===== src/hw/rtl/brw_pkg.sv =====
// brw_pkg: shared constants, codes and types for battery_resistance_window
// no dependencies; imported by every module of the block except brw_ram
`default_nettype none

package brw_pkg;

    localparam int WINDOW_DEPTH_DEF = 32;

    localparam int PADDR_W  = 5;
    localparam int DATA_W   = 32;
    localparam int SAMPLE_W = 16;

    localparam int MUL_A_W = 32;
    localparam int MUL_B_W = 17;
    localparam int MUL_P_W = MUL_A_W + MUL_B_W;

    localparam int DIV_N_W   = 33;
    localparam int DIV_D_W   = 17;
    localparam int DIV_Q_W   = 16;
    localparam int DIV_CNT_W = $clog2(DIV_Q_W + 1);

    localparam logic [MUL_B_W-1:0] SCALE_FACTOR = 17'd100000;
    localparam logic [7:0]         PERCENT_BASE = 8'd100;
    localparam int                 TREND_MIN_SAMPLES = 6;

    localparam logic [16:0] MIN_PEAK_RST  = 17'd500;
    localparam logic [15:0] MIN_DUR_RST   = 16'd500;
    localparam logic [16:0] MIN_STEP_RST  = 17'd300;
    localparam logic [15:0] MAX_RES_RST   = 16'd50000;
    localparam logic [6:0]  TREND_PCT_RST = 7'd10;

    typedef enum logic [2:0] {
        TREND_EMPTY      = 3'd0,
        TREND_COLLECTING = 3'd1,
        TREND_INCREASING = 3'd2,
        TREND_DECREASING = 3'd3,
        TREND_STABLE     = 3'd4
    } trend_t;

    typedef enum logic [2:0] {
        REG_MIN_PEAK   = 3'd0,
        REG_MIN_DUR    = 3'd1,
        REG_MIN_STEP   = 3'd2,
        REG_MAX_RES    = 3'd3,
        REG_TREND_PCT  = 3'd4
    } reg_idx_t;

    typedef enum logic [3:0] {
        S_IDLE,
        S_CHECK,
        S_NUM,
        S_LIM,
        S_DIV,
        S_WALK_INIT,
        S_WALK,
        S_MEAN,
        S_T1,
        S_T2,
        S_T3,
        S_T4,
        S_T5,
        S_T6,
        S_DONE
    } state_t;

    typedef struct packed {
        logic                 start;
        logic [DIV_N_W-1:0]   dividend;
        logic [DIV_D_W-1:0]   divisor;
    } div_req_t;

    typedef struct packed {
        logic                 done;
        logic [DIV_Q_W-1:0]   quotient;
    } div_rsp_t;

endpackage

`default_nettype wire


===== src/hw/rtl/brw_ram.sv =====
// brw_ram: generic single write port, single read port ram with registered read
// no dependencies
`default_nettype none

module brw_ram #(
    parameter int WIDTH = 16,
    parameter int DEPTH = 32
) (
    input  wire logic                     aclk,
    input  wire logic                     we,
    input  wire logic [$clog2(DEPTH)-1:0] waddr,
    input  wire logic [WIDTH-1:0]         wdata,
    input  wire logic [$clog2(DEPTH)-1:0] raddr,
    output logic      [WIDTH-1:0]         rdata
);

    logic [WIDTH-1:0] mem [DEPTH];
    logic [WIDTH-1:0] rdata_reg;

    always_ff @(posedge aclk) begin
        if (we) begin
            mem[waddr] <= wdata;
        end
        rdata_reg <= mem[raddr];
    end

    assign rdata = rdata_reg;

endmodule

`default_nettype wire


===== src/hw/rtl/brw_mul.sv =====
// brw_mul: shared multiplier with registered product
// depends on brw_pkg for operand widths
`default_nettype none

module brw_mul (
    input  wire logic                          aclk,
    input  wire logic [brw_pkg::MUL_A_W-1:0]   a,
    input  wire logic [brw_pkg::MUL_B_W-1:0]   b,
    output logic      [brw_pkg::MUL_P_W-1:0]   prod
);
    import brw_pkg::*;

    logic [MUL_P_W-1:0] prod_reg;

    always_ff @(posedge aclk) begin
        prod_reg <= {{MUL_B_W{1'b0}}, a} * {{MUL_A_W{1'b0}}, b};
    end

    assign prod = prod_reg;

endmodule

`default_nettype wire


===== src/hw/rtl/brw_div.sv =====
// brw_div: shared restoring divider, one quotient bit per cycle
// depends on brw_pkg; caller guarantees the quotient fits in DIV_Q_W bits
`default_nettype none

module brw_div (
    input  wire logic              aclk,
    input  wire logic              aresetn,
    input  wire brw_pkg::div_req_t req,
    output brw_pkg::div_rsp_t      rsp
);
    import brw_pkg::*;

    logic [DIV_D_W-1:0]   rem_reg;
    logic [DIV_Q_W-1:0]   sh_reg;
    logic [DIV_D_W-1:0]   dvs_reg;
    logic [DIV_CNT_W-1:0] cnt_reg;
    logic                 busy_reg;
    logic                 done_reg;

    logic [DIV_D_W:0]     trial;
    logic                 take;

    assign trial = {rem_reg, sh_reg[DIV_Q_W-1]};
    assign take  = trial >= {1'b0, dvs_reg};

    always_ff @(posedge aclk) begin
        if (!aresetn) begin
            busy_reg <= 1'b0;
            done_reg <= 1'b0;
            cnt_reg  <= '0;
        end else begin
            done_reg <= 1'b0;
            if (req.start) begin
                busy_reg <= 1'b1;
                cnt_reg  <= DIV_CNT_W'(DIV_Q_W);
            end else if (busy_reg) begin
                cnt_reg <= cnt_reg - 1'b1;
                if (cnt_reg == DIV_CNT_W'(1)) begin
                    busy_reg <= 1'b0;
                    done_reg <= 1'b1;
                end
            end
        end
    end

    always_ff @(posedge aclk) begin
        if (req.start) begin
            rem_reg <= req.dividend[DIV_N_W-1:DIV_Q_W];
            sh_reg  <= req.dividend[DIV_Q_W-1:0];
            dvs_reg <= req.divisor;
        end else if (busy_reg) begin
            if (take) begin
                rem_reg <= DIV_D_W'(trial - {1'b0, dvs_reg});
            end else begin
                rem_reg <= trial[DIV_D_W-1:0];
            end
            sh_reg <= {sh_reg[DIV_Q_W-2:0], take};
        end
    end

    assign rsp.done     = done_reg;
    assign rsp.quotient = sh_reg;

endmodule

`default_nettype wire


===== src/hw/rtl/battery_resistance_window.sv =====
// battery_resistance_window: load-event resistance estimate with windowed mean and trend
// depends on brw_pkg, brw_ram, brw_mul, brw_div
//
//   port group   handshake           contents
//   s_*          s_valid / s_ready   one load event
//   m_*          m_valid / m_ready   accepted flag, window mean, trend code, sample count
//   apb          psel / penable      five limit registers at 4*i, pready tied high
//
// an item's processing time grows with the number of samples in the window, and is shorter
// when the event is rejected or the window holds under six samples; it is set by two
// 16-step divides and the walk over the ring's one read port
// s_ready is high only while the sequencer is idle; a finished item waits in the
// output register and a new item is taken meanwhile
// reset clears the sequencer, slot and fill count; the ring needs no clearing pass
`default_nettype none

module battery_resistance_window #(
    parameter int WINDOW_DEPTH = brw_pkg::WINDOW_DEPTH_DEF
) (
    input  wire logic                           aclk,
    input  wire logic                           aresetn,

    input  wire logic                           s_valid,
    output logic                                s_ready,
    input  wire logic                           s_pair_found,
    input  wire logic [15:0]                    s_idle_voltage_mv,
    input  wire logic [15:0]                    s_load_voltage_mv,
    input  wire logic signed [17:0]             s_idle_current_ma,
    input  wire logic [16:0]                    s_peak_current_ma,
    input  wire logic [15:0]                    s_duration_ms,

    output logic                                m_valid,
    input  wire logic                           m_ready,
    output logic                                m_accepted,
    output logic [15:0]                         m_mean_resistance,
    output logic [2:0]                          m_trend_code,
    output logic [5:0]                          m_sample_count,

    input  wire logic                           psel,
    input  wire logic                           penable,
    input  wire logic                           pwrite,
    input  wire logic [brw_pkg::PADDR_W-1:0]    paddr,
    input  wire logic [brw_pkg::DATA_W-1:0]     pwdata,
    output logic      [brw_pkg::DATA_W-1:0]     prdata,
    output logic                                pready
);
    import brw_pkg::*;

    localparam int AW = $clog2(WINDOW_DEPTH);
    localparam int CW = $clog2(WINDOW_DEPTH + 1);
    localparam int SW = SAMPLE_W + CW;
    localparam logic [CW-1:0] DEPTH_C     = CW'(WINDOW_DEPTH);
    localparam logic [AW-1:0] LAST_SLOT   = AW'(WINDOW_DEPTH - 1);
    localparam logic [CW-1:0] TREND_MIN_C = CW'(TREND_MIN_SAMPLES);

    state_t state_reg, state_next;

    logic [16:0] cfg_min_peak_reg;
    logic [15:0] cfg_min_dur_reg;
    logic [16:0] cfg_min_step_reg;
    logic [15:0] cfg_max_res_reg;
    logic [6:0]  cfg_trend_pct_reg;

    logic        in_pair_reg;
    logic [15:0] in_v_idle_reg;
    logic [15:0] in_v_load_reg;
    logic [17:0] in_i_idle_reg;
    logic [16:0] in_peak_reg;
    logic [15:0] in_dur_reg;

    logic [AW-1:0] slot_reg;
    logic [CW-1:0] count_reg;
    logic [CW-1:0] cnt_reg;
    logic          pend_reg;
    logic          pend_h1_reg;
    logic [AW-1:0] addr_reg;
    logic [SW-1:0] s1_reg;
    logic [SW-1:0] s2_reg;

    logic [16:0]   step_reg;
    logic [32:0]   num_reg;
    logic [31:0]   pa_reg;
    logic [31:0]   pb_reg;
    logic [39:0]   pa100_reg;
    logic          inc_reg;
    logic          dec_reg;
    logic          acc_reg;
    logic [15:0]   mean_reg;
    trend_t        trend_reg;

    logic          m_valid_reg;
    logic          m_acc_reg;
    logic [15:0]   m_mean_reg;
    logic [2:0]    m_trend_reg;
    logic [5:0]    m_count_reg;

    logic [MUL_A_W-1:0] mul_a;
    logic [MUL_B_W-1:0] mul_b;
    logic [MUL_P_W-1:0] mul_prod;
    div_req_t           div_req;
    div_rsp_t           div_rsp;

    logic [SAMPLE_W-1:0] ram_rdata;
    logic                ram_we;

    logic [16:0] idle_cl;
    logic [17:0] step_full;
    logic [15:0] drop;
    logic        gate_ok;
    logic [CW-1:0] h1;
    logic [CW-1:0] h2;
    logic          walk_issue;
    logic [CW:0]   start_ext;
    logic [AW-1:0] start_addr;
    logic          out_load;
    logic          cfg_we;
    reg_idx_t      cfg_idx;

    brw_ram #(
        .WIDTH (SAMPLE_W),
        .DEPTH (WINDOW_DEPTH)
    ) u_ram (
        .aclk  (aclk),
        .we    (ram_we),
        .waddr (slot_reg),
        .wdata (div_rsp.quotient),
        .raddr (addr_reg),
        .rdata (ram_rdata)
    );

    brw_mul u_mul (
        .aclk (aclk),
        .a    (mul_a),
        .b    (mul_b),
        .prod (mul_prod)
    );

    brw_div u_div (
        .aclk    (aclk),
        .aresetn (aresetn),
        .req     (div_req),
        .rsp     (div_rsp)
    );

    // event gating
    assign idle_cl   = in_i_idle_reg[17] ? 17'd0 : in_i_idle_reg[16:0];
    assign step_full = {1'b0, in_peak_reg} - {1'b0, idle_cl};
    assign drop      = in_v_idle_reg - in_v_load_reg;
    assign gate_ok   = in_pair_reg
                    && (in_peak_reg >= cfg_min_peak_reg)
                    && (in_dur_reg >= cfg_min_dur_reg)
                    && !step_full[17] && (step_full != '0)
                    && (step_full[16:0] >= cfg_min_step_reg)
                    && (in_v_idle_reg > in_v_load_reg);

    // window walk
    assign h1         = count_reg >> 1;
    assign h2         = count_reg - h1;
    assign walk_issue = (state_reg == S_WALK) && (cnt_reg < count_reg);
    assign start_ext  = ({1'b0, CW'(slot_reg)} >= {1'b0, count_reg})
                      ? ({1'b0, CW'(slot_reg)} - {1'b0, count_reg})
                      : ({1'b0, CW'(slot_reg)} + {1'b0, DEPTH_C} - {1'b0, count_reg});
    assign start_addr = start_ext[AW-1:0];

    assign ram_we   = (state_reg == S_DIV) && div_rsp.done;
    assign out_load = (state_reg == S_DONE) && (!m_valid_reg || m_ready);

    assign cfg_we  = psel && penable && pwrite;
    assign cfg_idx = reg_idx_t'(paddr[4:2]);

    always_ff @(posedge aclk) begin
        if (!aresetn) begin
            state_reg <= S_IDLE;
        end else begin
            state_reg <= state_next;
        end
    end

    always_comb begin
        state_next       = state_reg;
        mul_a            = '0;
        mul_b            = '0;
        div_req.start    = 1'b0;
        div_req.dividend = '0;
        div_req.divisor  = '0;
        unique case (state_reg)
            S_IDLE: begin
                if (s_valid) begin
                    state_next = S_CHECK;
                end
            end
            S_CHECK: begin
                mul_a = MUL_A_W'(drop);
                mul_b = SCALE_FACTOR;
                state_next = gate_ok ? S_NUM : S_WALK_INIT;
            end
            S_NUM: begin
                mul_a = MUL_A_W'(cfg_max_res_reg);
                mul_b = step_reg;
                state_next = S_LIM;
            end
            S_LIM: begin
                if ({1'b0, num_reg} <= {1'b0, mul_prod[32:0]}) begin
                    div_req.start    = 1'b1;
                    div_req.dividend = num_reg;
                    div_req.divisor  = step_reg;
                    state_next = S_DIV;
                end else begin
                    state_next = S_WALK_INIT;
                end
            end
            S_DIV: begin
                if (div_rsp.done) begin
                    state_next = S_WALK_INIT;
                end
            end
            S_WALK_INIT: begin
                state_next = (count_reg == '0) ? S_DONE : S_WALK;
            end
            S_WALK: begin
                if (!walk_issue && !pend_reg) begin
                    div_req.start    = 1'b1;
                    div_req.dividend = DIV_N_W'(s1_reg + s2_reg);
                    div_req.divisor  = DIV_D_W'(count_reg);
                    state_next = S_MEAN;
                end
            end
            S_MEAN: begin
                if (div_rsp.done) begin
                    if (count_reg < TREND_MIN_C) begin
                        state_next = S_DONE;
                    end else begin
                        mul_a = MUL_A_W'(s2_reg);
                        mul_b = MUL_B_W'(h1);
                        state_next = S_T1;
                    end
                end
            end
            S_T1: begin
                mul_a = MUL_A_W'(s1_reg);
                mul_b = MUL_B_W'(h2);
                state_next = S_T2;
            end
            S_T2: begin
                mul_a = pa_reg;
                mul_b = MUL_B_W'(PERCENT_BASE);
                state_next = S_T3;
            end
            S_T3: begin
                mul_a = pb_reg;
                mul_b = MUL_B_W'(PERCENT_BASE + {1'b0, cfg_trend_pct_reg});
                state_next = S_T4;
            end
            S_T4: begin
                mul_a = pb_reg;
                mul_b = MUL_B_W'(PERCENT_BASE - {1'b0, cfg_trend_pct_reg});
                state_next = S_T5;
            end
            S_T5: begin
                mul_a = MUL_A_W'(cfg_trend_pct_reg);
                mul_b = MUL_B_W'(h2);
                state_next = S_T6;
            end
            S_T6: begin
                state_next = S_DONE;
            end
            S_DONE: begin
                if (!m_valid_reg || m_ready) begin
                    state_next = S_IDLE;
                end
            end
            default: begin
                state_next = S_IDLE;
            end
        endcase
    end

    // control state
    always_ff @(posedge aclk) begin
        if (!aresetn) begin
            slot_reg          <= '0;
            count_reg         <= '0;
            cnt_reg           <= '0;
            pend_reg          <= 1'b0;
            m_valid_reg       <= 1'b0;
            cfg_min_peak_reg  <= MIN_PEAK_RST;
            cfg_min_dur_reg   <= MIN_DUR_RST;
            cfg_min_step_reg  <= MIN_STEP_RST;
            cfg_max_res_reg   <= MAX_RES_RST;
            cfg_trend_pct_reg <= TREND_PCT_RST;
        end else begin
            if (ram_we) begin
                slot_reg <= (slot_reg == LAST_SLOT) ? '0 : slot_reg + 1'b1;
                if (count_reg < DEPTH_C) begin
                    count_reg <= count_reg + 1'b1;
                end
            end
            if (state_reg == S_WALK_INIT) begin
                cnt_reg  <= '0;
                pend_reg <= 1'b0;
            end else if (state_reg == S_WALK) begin
                if (walk_issue) begin
                    cnt_reg <= cnt_reg + 1'b1;
                end
                pend_reg <= walk_issue;
            end
            if (out_load) begin
                m_valid_reg <= 1'b1;
            end else if (m_ready) begin
                m_valid_reg <= 1'b0;
            end
            if (cfg_we) begin
                unique case (cfg_idx)
                    REG_MIN_PEAK:  cfg_min_peak_reg  <= pwdata[16:0];
                    REG_MIN_DUR:   cfg_min_dur_reg   <= pwdata[15:0];
                    REG_MIN_STEP:  cfg_min_step_reg  <= pwdata[16:0];
                    REG_MAX_RES:   cfg_max_res_reg   <= pwdata[15:0];
                    REG_TREND_PCT: cfg_trend_pct_reg <= pwdata[6:0];
                    default: begin
                    end
                endcase
            end
        end
    end

    // datapath
    always_ff @(posedge aclk) begin
        case (state_reg)
            S_IDLE: begin
                if (s_valid) begin
                    in_pair_reg   <= s_pair_found;
                    in_v_idle_reg <= s_idle_voltage_mv;
                    in_v_load_reg <= s_load_voltage_mv;
                    in_i_idle_reg <= s_idle_current_ma;
                    in_peak_reg   <= s_peak_current_ma;
                    in_dur_reg    <= s_duration_ms;
                end
            end
            S_CHECK: begin
                step_reg <= step_full[16:0];
                acc_reg  <= 1'b0;
            end
            S_NUM: begin
                num_reg <= mul_prod[32:0];
            end
            S_DIV: begin
                if (div_rsp.done) begin
                    acc_reg <= 1'b1;
                end
            end
            S_WALK_INIT: begin
                addr_reg <= start_addr;
                s1_reg   <= '0;
                s2_reg   <= '0;
                if (count_reg == '0) begin
                    mean_reg  <= '0;
                    trend_reg <= TREND_EMPTY;
                end
            end
            S_WALK: begin
                if (walk_issue) begin
                    addr_reg <= (addr_reg == LAST_SLOT) ? '0 : addr_reg + 1'b1;
                end
                pend_h1_reg <= cnt_reg < h1;
                if (pend_reg) begin
                    if (pend_h1_reg) begin
                        s1_reg <= s1_reg + SW'(ram_rdata);
                    end else begin
                        s2_reg <= s2_reg + SW'(ram_rdata);
                    end
                end
            end
            S_MEAN: begin
                if (div_rsp.done) begin
                    mean_reg  <= div_rsp.quotient;
                    trend_reg <= TREND_COLLECTING;
                end
            end
            S_T1: pa_reg    <= mul_prod[31:0];
            S_T2: pb_reg    <= mul_prod[31:0];
            S_T3: pa100_reg <= mul_prod[39:0];
            S_T4: inc_reg   <= pa100_reg > mul_prod[39:0];
            S_T5: begin
                dec_reg <= ({1'b0, cfg_trend_pct_reg} < PERCENT_BASE)
                        && (pa100_reg < mul_prod[39:0]);
            end
            S_T6: begin
                // empty older half compares the newer mean to the bare percent
                if (s1_reg == '0) begin
                    trend_reg <= (MUL_P_W'(s2_reg) > mul_prod) ? TREND_INCREASING
                                                              : TREND_STABLE;
                end else if (inc_reg) begin
                    trend_reg <= TREND_INCREASING;
                end else if (dec_reg) begin
                    trend_reg <= TREND_DECREASING;
                end else begin
                    trend_reg <= TREND_STABLE;
                end
            end
            S_DONE: begin
                if (out_load) begin
                    m_acc_reg   <= acc_reg;
                    m_mean_reg  <= mean_reg;
                    m_trend_reg <= trend_reg;
                    m_count_reg <= 6'(count_reg);
                end
            end
            default: begin
            end
        endcase
    end

    always_comb begin
        prdata = '0;
        unique case (cfg_idx)
            REG_MIN_PEAK:  prdata = DATA_W'(cfg_min_peak_reg);
            REG_MIN_DUR:   prdata = DATA_W'(cfg_min_dur_reg);
            REG_MIN_STEP:  prdata = DATA_W'(cfg_min_step_reg);
            REG_MAX_RES:   prdata = DATA_W'(cfg_max_res_reg);
            REG_TREND_PCT: prdata = DATA_W'(cfg_trend_pct_reg);
            default:       prdata = '0;
        endcase
    end

    assign pready            = 1'b1;
    assign s_ready           = (state_reg == S_IDLE);
    assign m_valid           = m_valid_reg;
    assign m_accepted        = m_acc_reg;
    assign m_mean_resistance = m_mean_reg;
    assign m_trend_code      = m_trend_reg;
    assign m_sample_count    = m_count_reg;

endmodule

`default_nettype wire


===== config.mk =====
export PLATFORM = sky130hd
export DESIGN_NAME = battery_resistance_window
export DESIGN_NICKNAME = d
export VERILOG_FILES = /design/src/hw/rtl/brw_pkg.sv /design/src/hw/rtl/brw_ram.sv /design/src/hw/rtl/brw_mul.sv /design/src/hw/rtl/brw_div.sv /design/src/hw/rtl/battery_resistance_window.sv
export SDC_FILE = /design/constraint.sdc
export NUM_CORES = 2
export LEC_CHECK = 0
export ABC_AREA = 0
export BUFFER_PORTS_ARGS = -buffer_cell sky130_fd_sc_hd__buf_4
export CAP_MARGIN = 25
export CORE_MARGIN = 4
export CORE_UTILIZATION = 55
export CTS_CLUSTER_SIZE = 28
export DETAILED_ROUTE_END_ITERATION = 12
export PLACE_DENSITY = 0.74
export SLEW_MARGIN = 20
export SYNTH_ARGS = -nofsm -noshare
export SYNTH_HDL_FRONTEND = slang
export SYNTH_SLANG_ARGS = --single-unit

===== constraint.sdc =====
create_clock -name aclk -period 11.8 [get_ports aclk]
set_input_delay 0.59 -clock aclk [delete_from_list [all_inputs] [get_ports aclk]]
set_output_delay 0.59 -clock aclk [all_outputs]
set_load 0.03 [all_outputs]

==> impl_metrics.csv <==
group,metric,value,unit
clock_tree,cts.repair.resized,0,
power_and_ir_drop,p_leak,29.8,nW
timing,rsz0062_at_grt,"false",
placement,dpl_worst_slack,1860,ps
worst_setup_path,cpMostUsedCell,"fa_1",
clock_tree,cts_made_buffers,104,
timing,final.setup_skew,30.5,ps
synth,ys_types,90,
synth,synth-main-ff-cell,"edfxtp_1",
finish,syn_to_final_growth,10.1,%
finish,largest_reg_flops,512,
clock_tree,htree_levels,3,
floorplanning,start_util,0.555,
finish,fill_cells,9460,
floorplanning,placeableCoreArea,0.120,mm²
placement,dpl.hpwl,126,mm
clock_tree,post_cts_buffers,0,
worst_setup_path,path_delay_family,"adder cells",
routing,wl,173,mm
clock_tree,clock_latency,710,ps
grt,grt_max_degree,95,
synth,ys_ff_latch,1066,
worst_setup_path,slowest_delay,970,ps
timing,max-slew-margin-rel,0.208,
power_and_ir_drop,peakVddDrop,0.000145,V
finish,multi_input_area,0.0324,mm²
clock_tree,clock_path_buffers,3,
worst_setup_path,cp_data_arrival_time,10480,ps
placement,routabilityCongestion,0.953,
finish,stdcell_area,0.0734,mm²
grt,grt_pass1_wl,267,mm
finish,seq_area,0.0303,mm²
worst_setup_path,cp_num_buf_inv,6,
clock_tree,hold_buffers,0,
routing,drtIter0Drc,4462,
timing,fin_crit_sh,0.838,
floorplanning,fp.dieW,356,µm
synth,ys_seq_area_frac,0.455,
min_path,hold_path.class,"in -> reg",
worst_setup_path,crit_type,"reg -> reg",
routing,routedWlPerCell,22.5,µm
synth,synth_area,0.0666,mm²
clock_tree,cts_tree,"yes",
placement,port_buffers,155,
routing,post_drt_via_cell_ratio,5.95,
timing,finalHoldViolations,0,
routing,num_vias,45800,
routing,antenna_left,0,
floorplanning,rows,127,
timing,worst_pin_slew,1190,ps
placement,place_area,0.0698,mm²
grt,grtUsageTotal,0.274,
synth,ys_warn_count,0,
finish,layout-drive-gt1-share,0.0901,
timing,fmax,101,MHz
worst_setup_path,path_max_fanout,20,
timing,finalMaxSlewViolations,0,
routing,drtPass1Iterations,6,
clock_tree,clk_pin_slew,60,ps
finish,antenna_cells,0,
synth,syn_inst,5867,
grt,antenna_found_initial,1,
grt,grt_pass1_vias,46300,
worst_setup_path,startpoint_type,"register",
worst_setup_path,crit_slowest_cell,"and3_1",
run_status,outcome,"finished, final reports clean",
routing,drcViolationCount,0,
timing,setup_viol,0,
synth,synthArstFlopShare,0,
clock_tree,cts_sinks,1066,
flow_run,drv_cap,0,
floorplanning,dieArea,0.127,mm²
finish,nNetsFinal,6997,
synth,avgSynthCellArea,11.4,µm²
floorplanning,dieHeight,356,µm
worst_setup_path,crit_required,12390,ps
power_and_ir_drop,power_density,175,mW/mm²
worst_setup_path,worstSetupEndpointType,"register",
synth,synth_edf_count,898,
timing,timing.final.ws_setup,1910,ps
grt,overflow,0,
timing,post-route-min-period,9890,ps
timing,setup_tns,0,ps
clock_tree,root_buffer,"clkbuf_16",
floorplanning,design.portCount,189,
[cell families after synthesis]
logic type,after synthesis,share of synthesized area
adder cells (fa/ha/maj),869,0.215
AND/OR/NAND/NOR,1552,0.106
multiplexers,220,0.0468
AO/OA/AOI/OAI,961,0.0981
flip-flops,1066,0.455
other,2,0.000113
buffers and inverters,1059,0.0611
XOR/XNOR,138,0.0181
[synthesized netlist by cell type (all sizes together), types with 24 or more instances]
library cell,count,area (µm²)
a211oi,26,205
a21boi,56,420
a21o,100,751
a21oi,205,1030
a22oi,46,345
a31oi,24,150
and2,92,576
and3,31,194
buf,76,379
clkbuf,177,664
dfxtp,168,3360
edfxtp,898,27000
fa,457,9150
ha,412,5150
inv,805,3020
mux2i,145,1450
mux4,73,1640
nand2,703,2640
nand2b,56,350
nand3,70,350
nand4,48,300
nor2,332,1250
nor2b,60,375
nor3,58,290
nor4,27,169
o211ai,33,248
o21a,30,225
o21ai,184,921
o21bai,24,184
o221ai,60,526
o22ai,28,181
xnor2,76,666
xor2,62,543
[per-layer routing]
layer / share of wire / track usage
met1: 0.40 / 0.371
met5: 0.000075 / 0
met4: 0.040 / 0.0969
met2: 0.47 / 0.447
met3: 0.093 / 0.0504
[power breakdown]
group	leakage (nW)	switching, mW	internal, mW
combinational	18.5	2.93	1.60
sequential	9.54	0.311	4.59
clock	1.73	1.46	1.94
[final timing paths]
path	cells past startpoint	slack (ps)	from	to
max	26	1910	state_reg[0]	u_mul.prod[48]
min	1	80	s_duration_ms[1]	in_dur_reg[1]
max reg2reg	26	1910	state_reg[0]	u_mul.prod[48]
min reg2reg	0	420	mean_reg[14]	m_mean_resistance[14]
[area by class of cell]
class,count,area share
clock inverters,60,0.00907
repair buffers,266,0.0278
well taps,1612,0.0275
inverters,806,0.0412
multi-input cells,3756,0.442
flip-flops and latches,1066,0.413
clock buffers,137,0.0394
[worst register-to-register path, delay by kind of cell (launching register included)]
kind	cells	cell delay, ps
buffers and inverters	6	670
AOI/OAI and AO/OA	7	2390
adders and majority gates	7	3480
DFF	1	690
and+or+nand+nor	5	2390
muxes	1	160
[cell usage in the layout, fill, tap and decap left out, types with 17 or more instances in the layout]
cell type | Yosys | routed
inv_1 | 804 | 804
o21ai_0 | 178 | 176
and3_1 | 31 | 31
nand4_1 | 48 | 48
o22ai_1 | 27 | 27
a211oi_1 | 24 | 24
nor4_1 | 27 | 26
clkbuf_16 | 0 | 108
nand2_1 | 703 | 701
nor2b_1 | 60 | 60
a21o_1 | 100 | 100
a21oi_1 | 204 | 204
edfxtp_1 | 898 | 898
o21a_1 | 30 | 30
xnor2_1 | 76 | 76
a221o_1 | 19 | 19
clkinv_2 | 0 | 17
fa_1 | 457 | 457
nand2b_1 | 56 | 55
buf_4 | 16 | 259
and2_1 | 91 | 90
nor2_1 | 331 | 328
nand3_1 | 70 | 69
dfxtp_1 | 168 | 168
o221ai_1 | 60 | 58
o21bai_1 | 23 | 23
o211ai_1 | 33 | 33
mux2i_1 | 145 | 145
xor2_1 | 62 | 62
a21boi_0 | 55 | 55
or3_1 | 20 | 20
mux4_2 | 73 | 73
a31oi_1 | 24 | 24
a22oi_1 | 46 | 46
clkinv_1 | 1 | 18
clkbuf_1 | 177 | 20
ha_1 | 412 | 412
nor3_1 | 58 | 55
[per-stage QoR]
step           instances  utilization  total power [mW]  hold slack (ps)
2_1_floorplan       5881            -              7.94              400
3_3_place_gp        7499        0.580              9.24              402
3_5_place_dp        7504        0.581              9.39              405
4_1_cts             7701        0.610              12.8             42.0
5_1_grt             7703        0.611              13.5             45.2
6_report            7703        0.611              12.8             76.9
(Power assumes the default switching activity.)
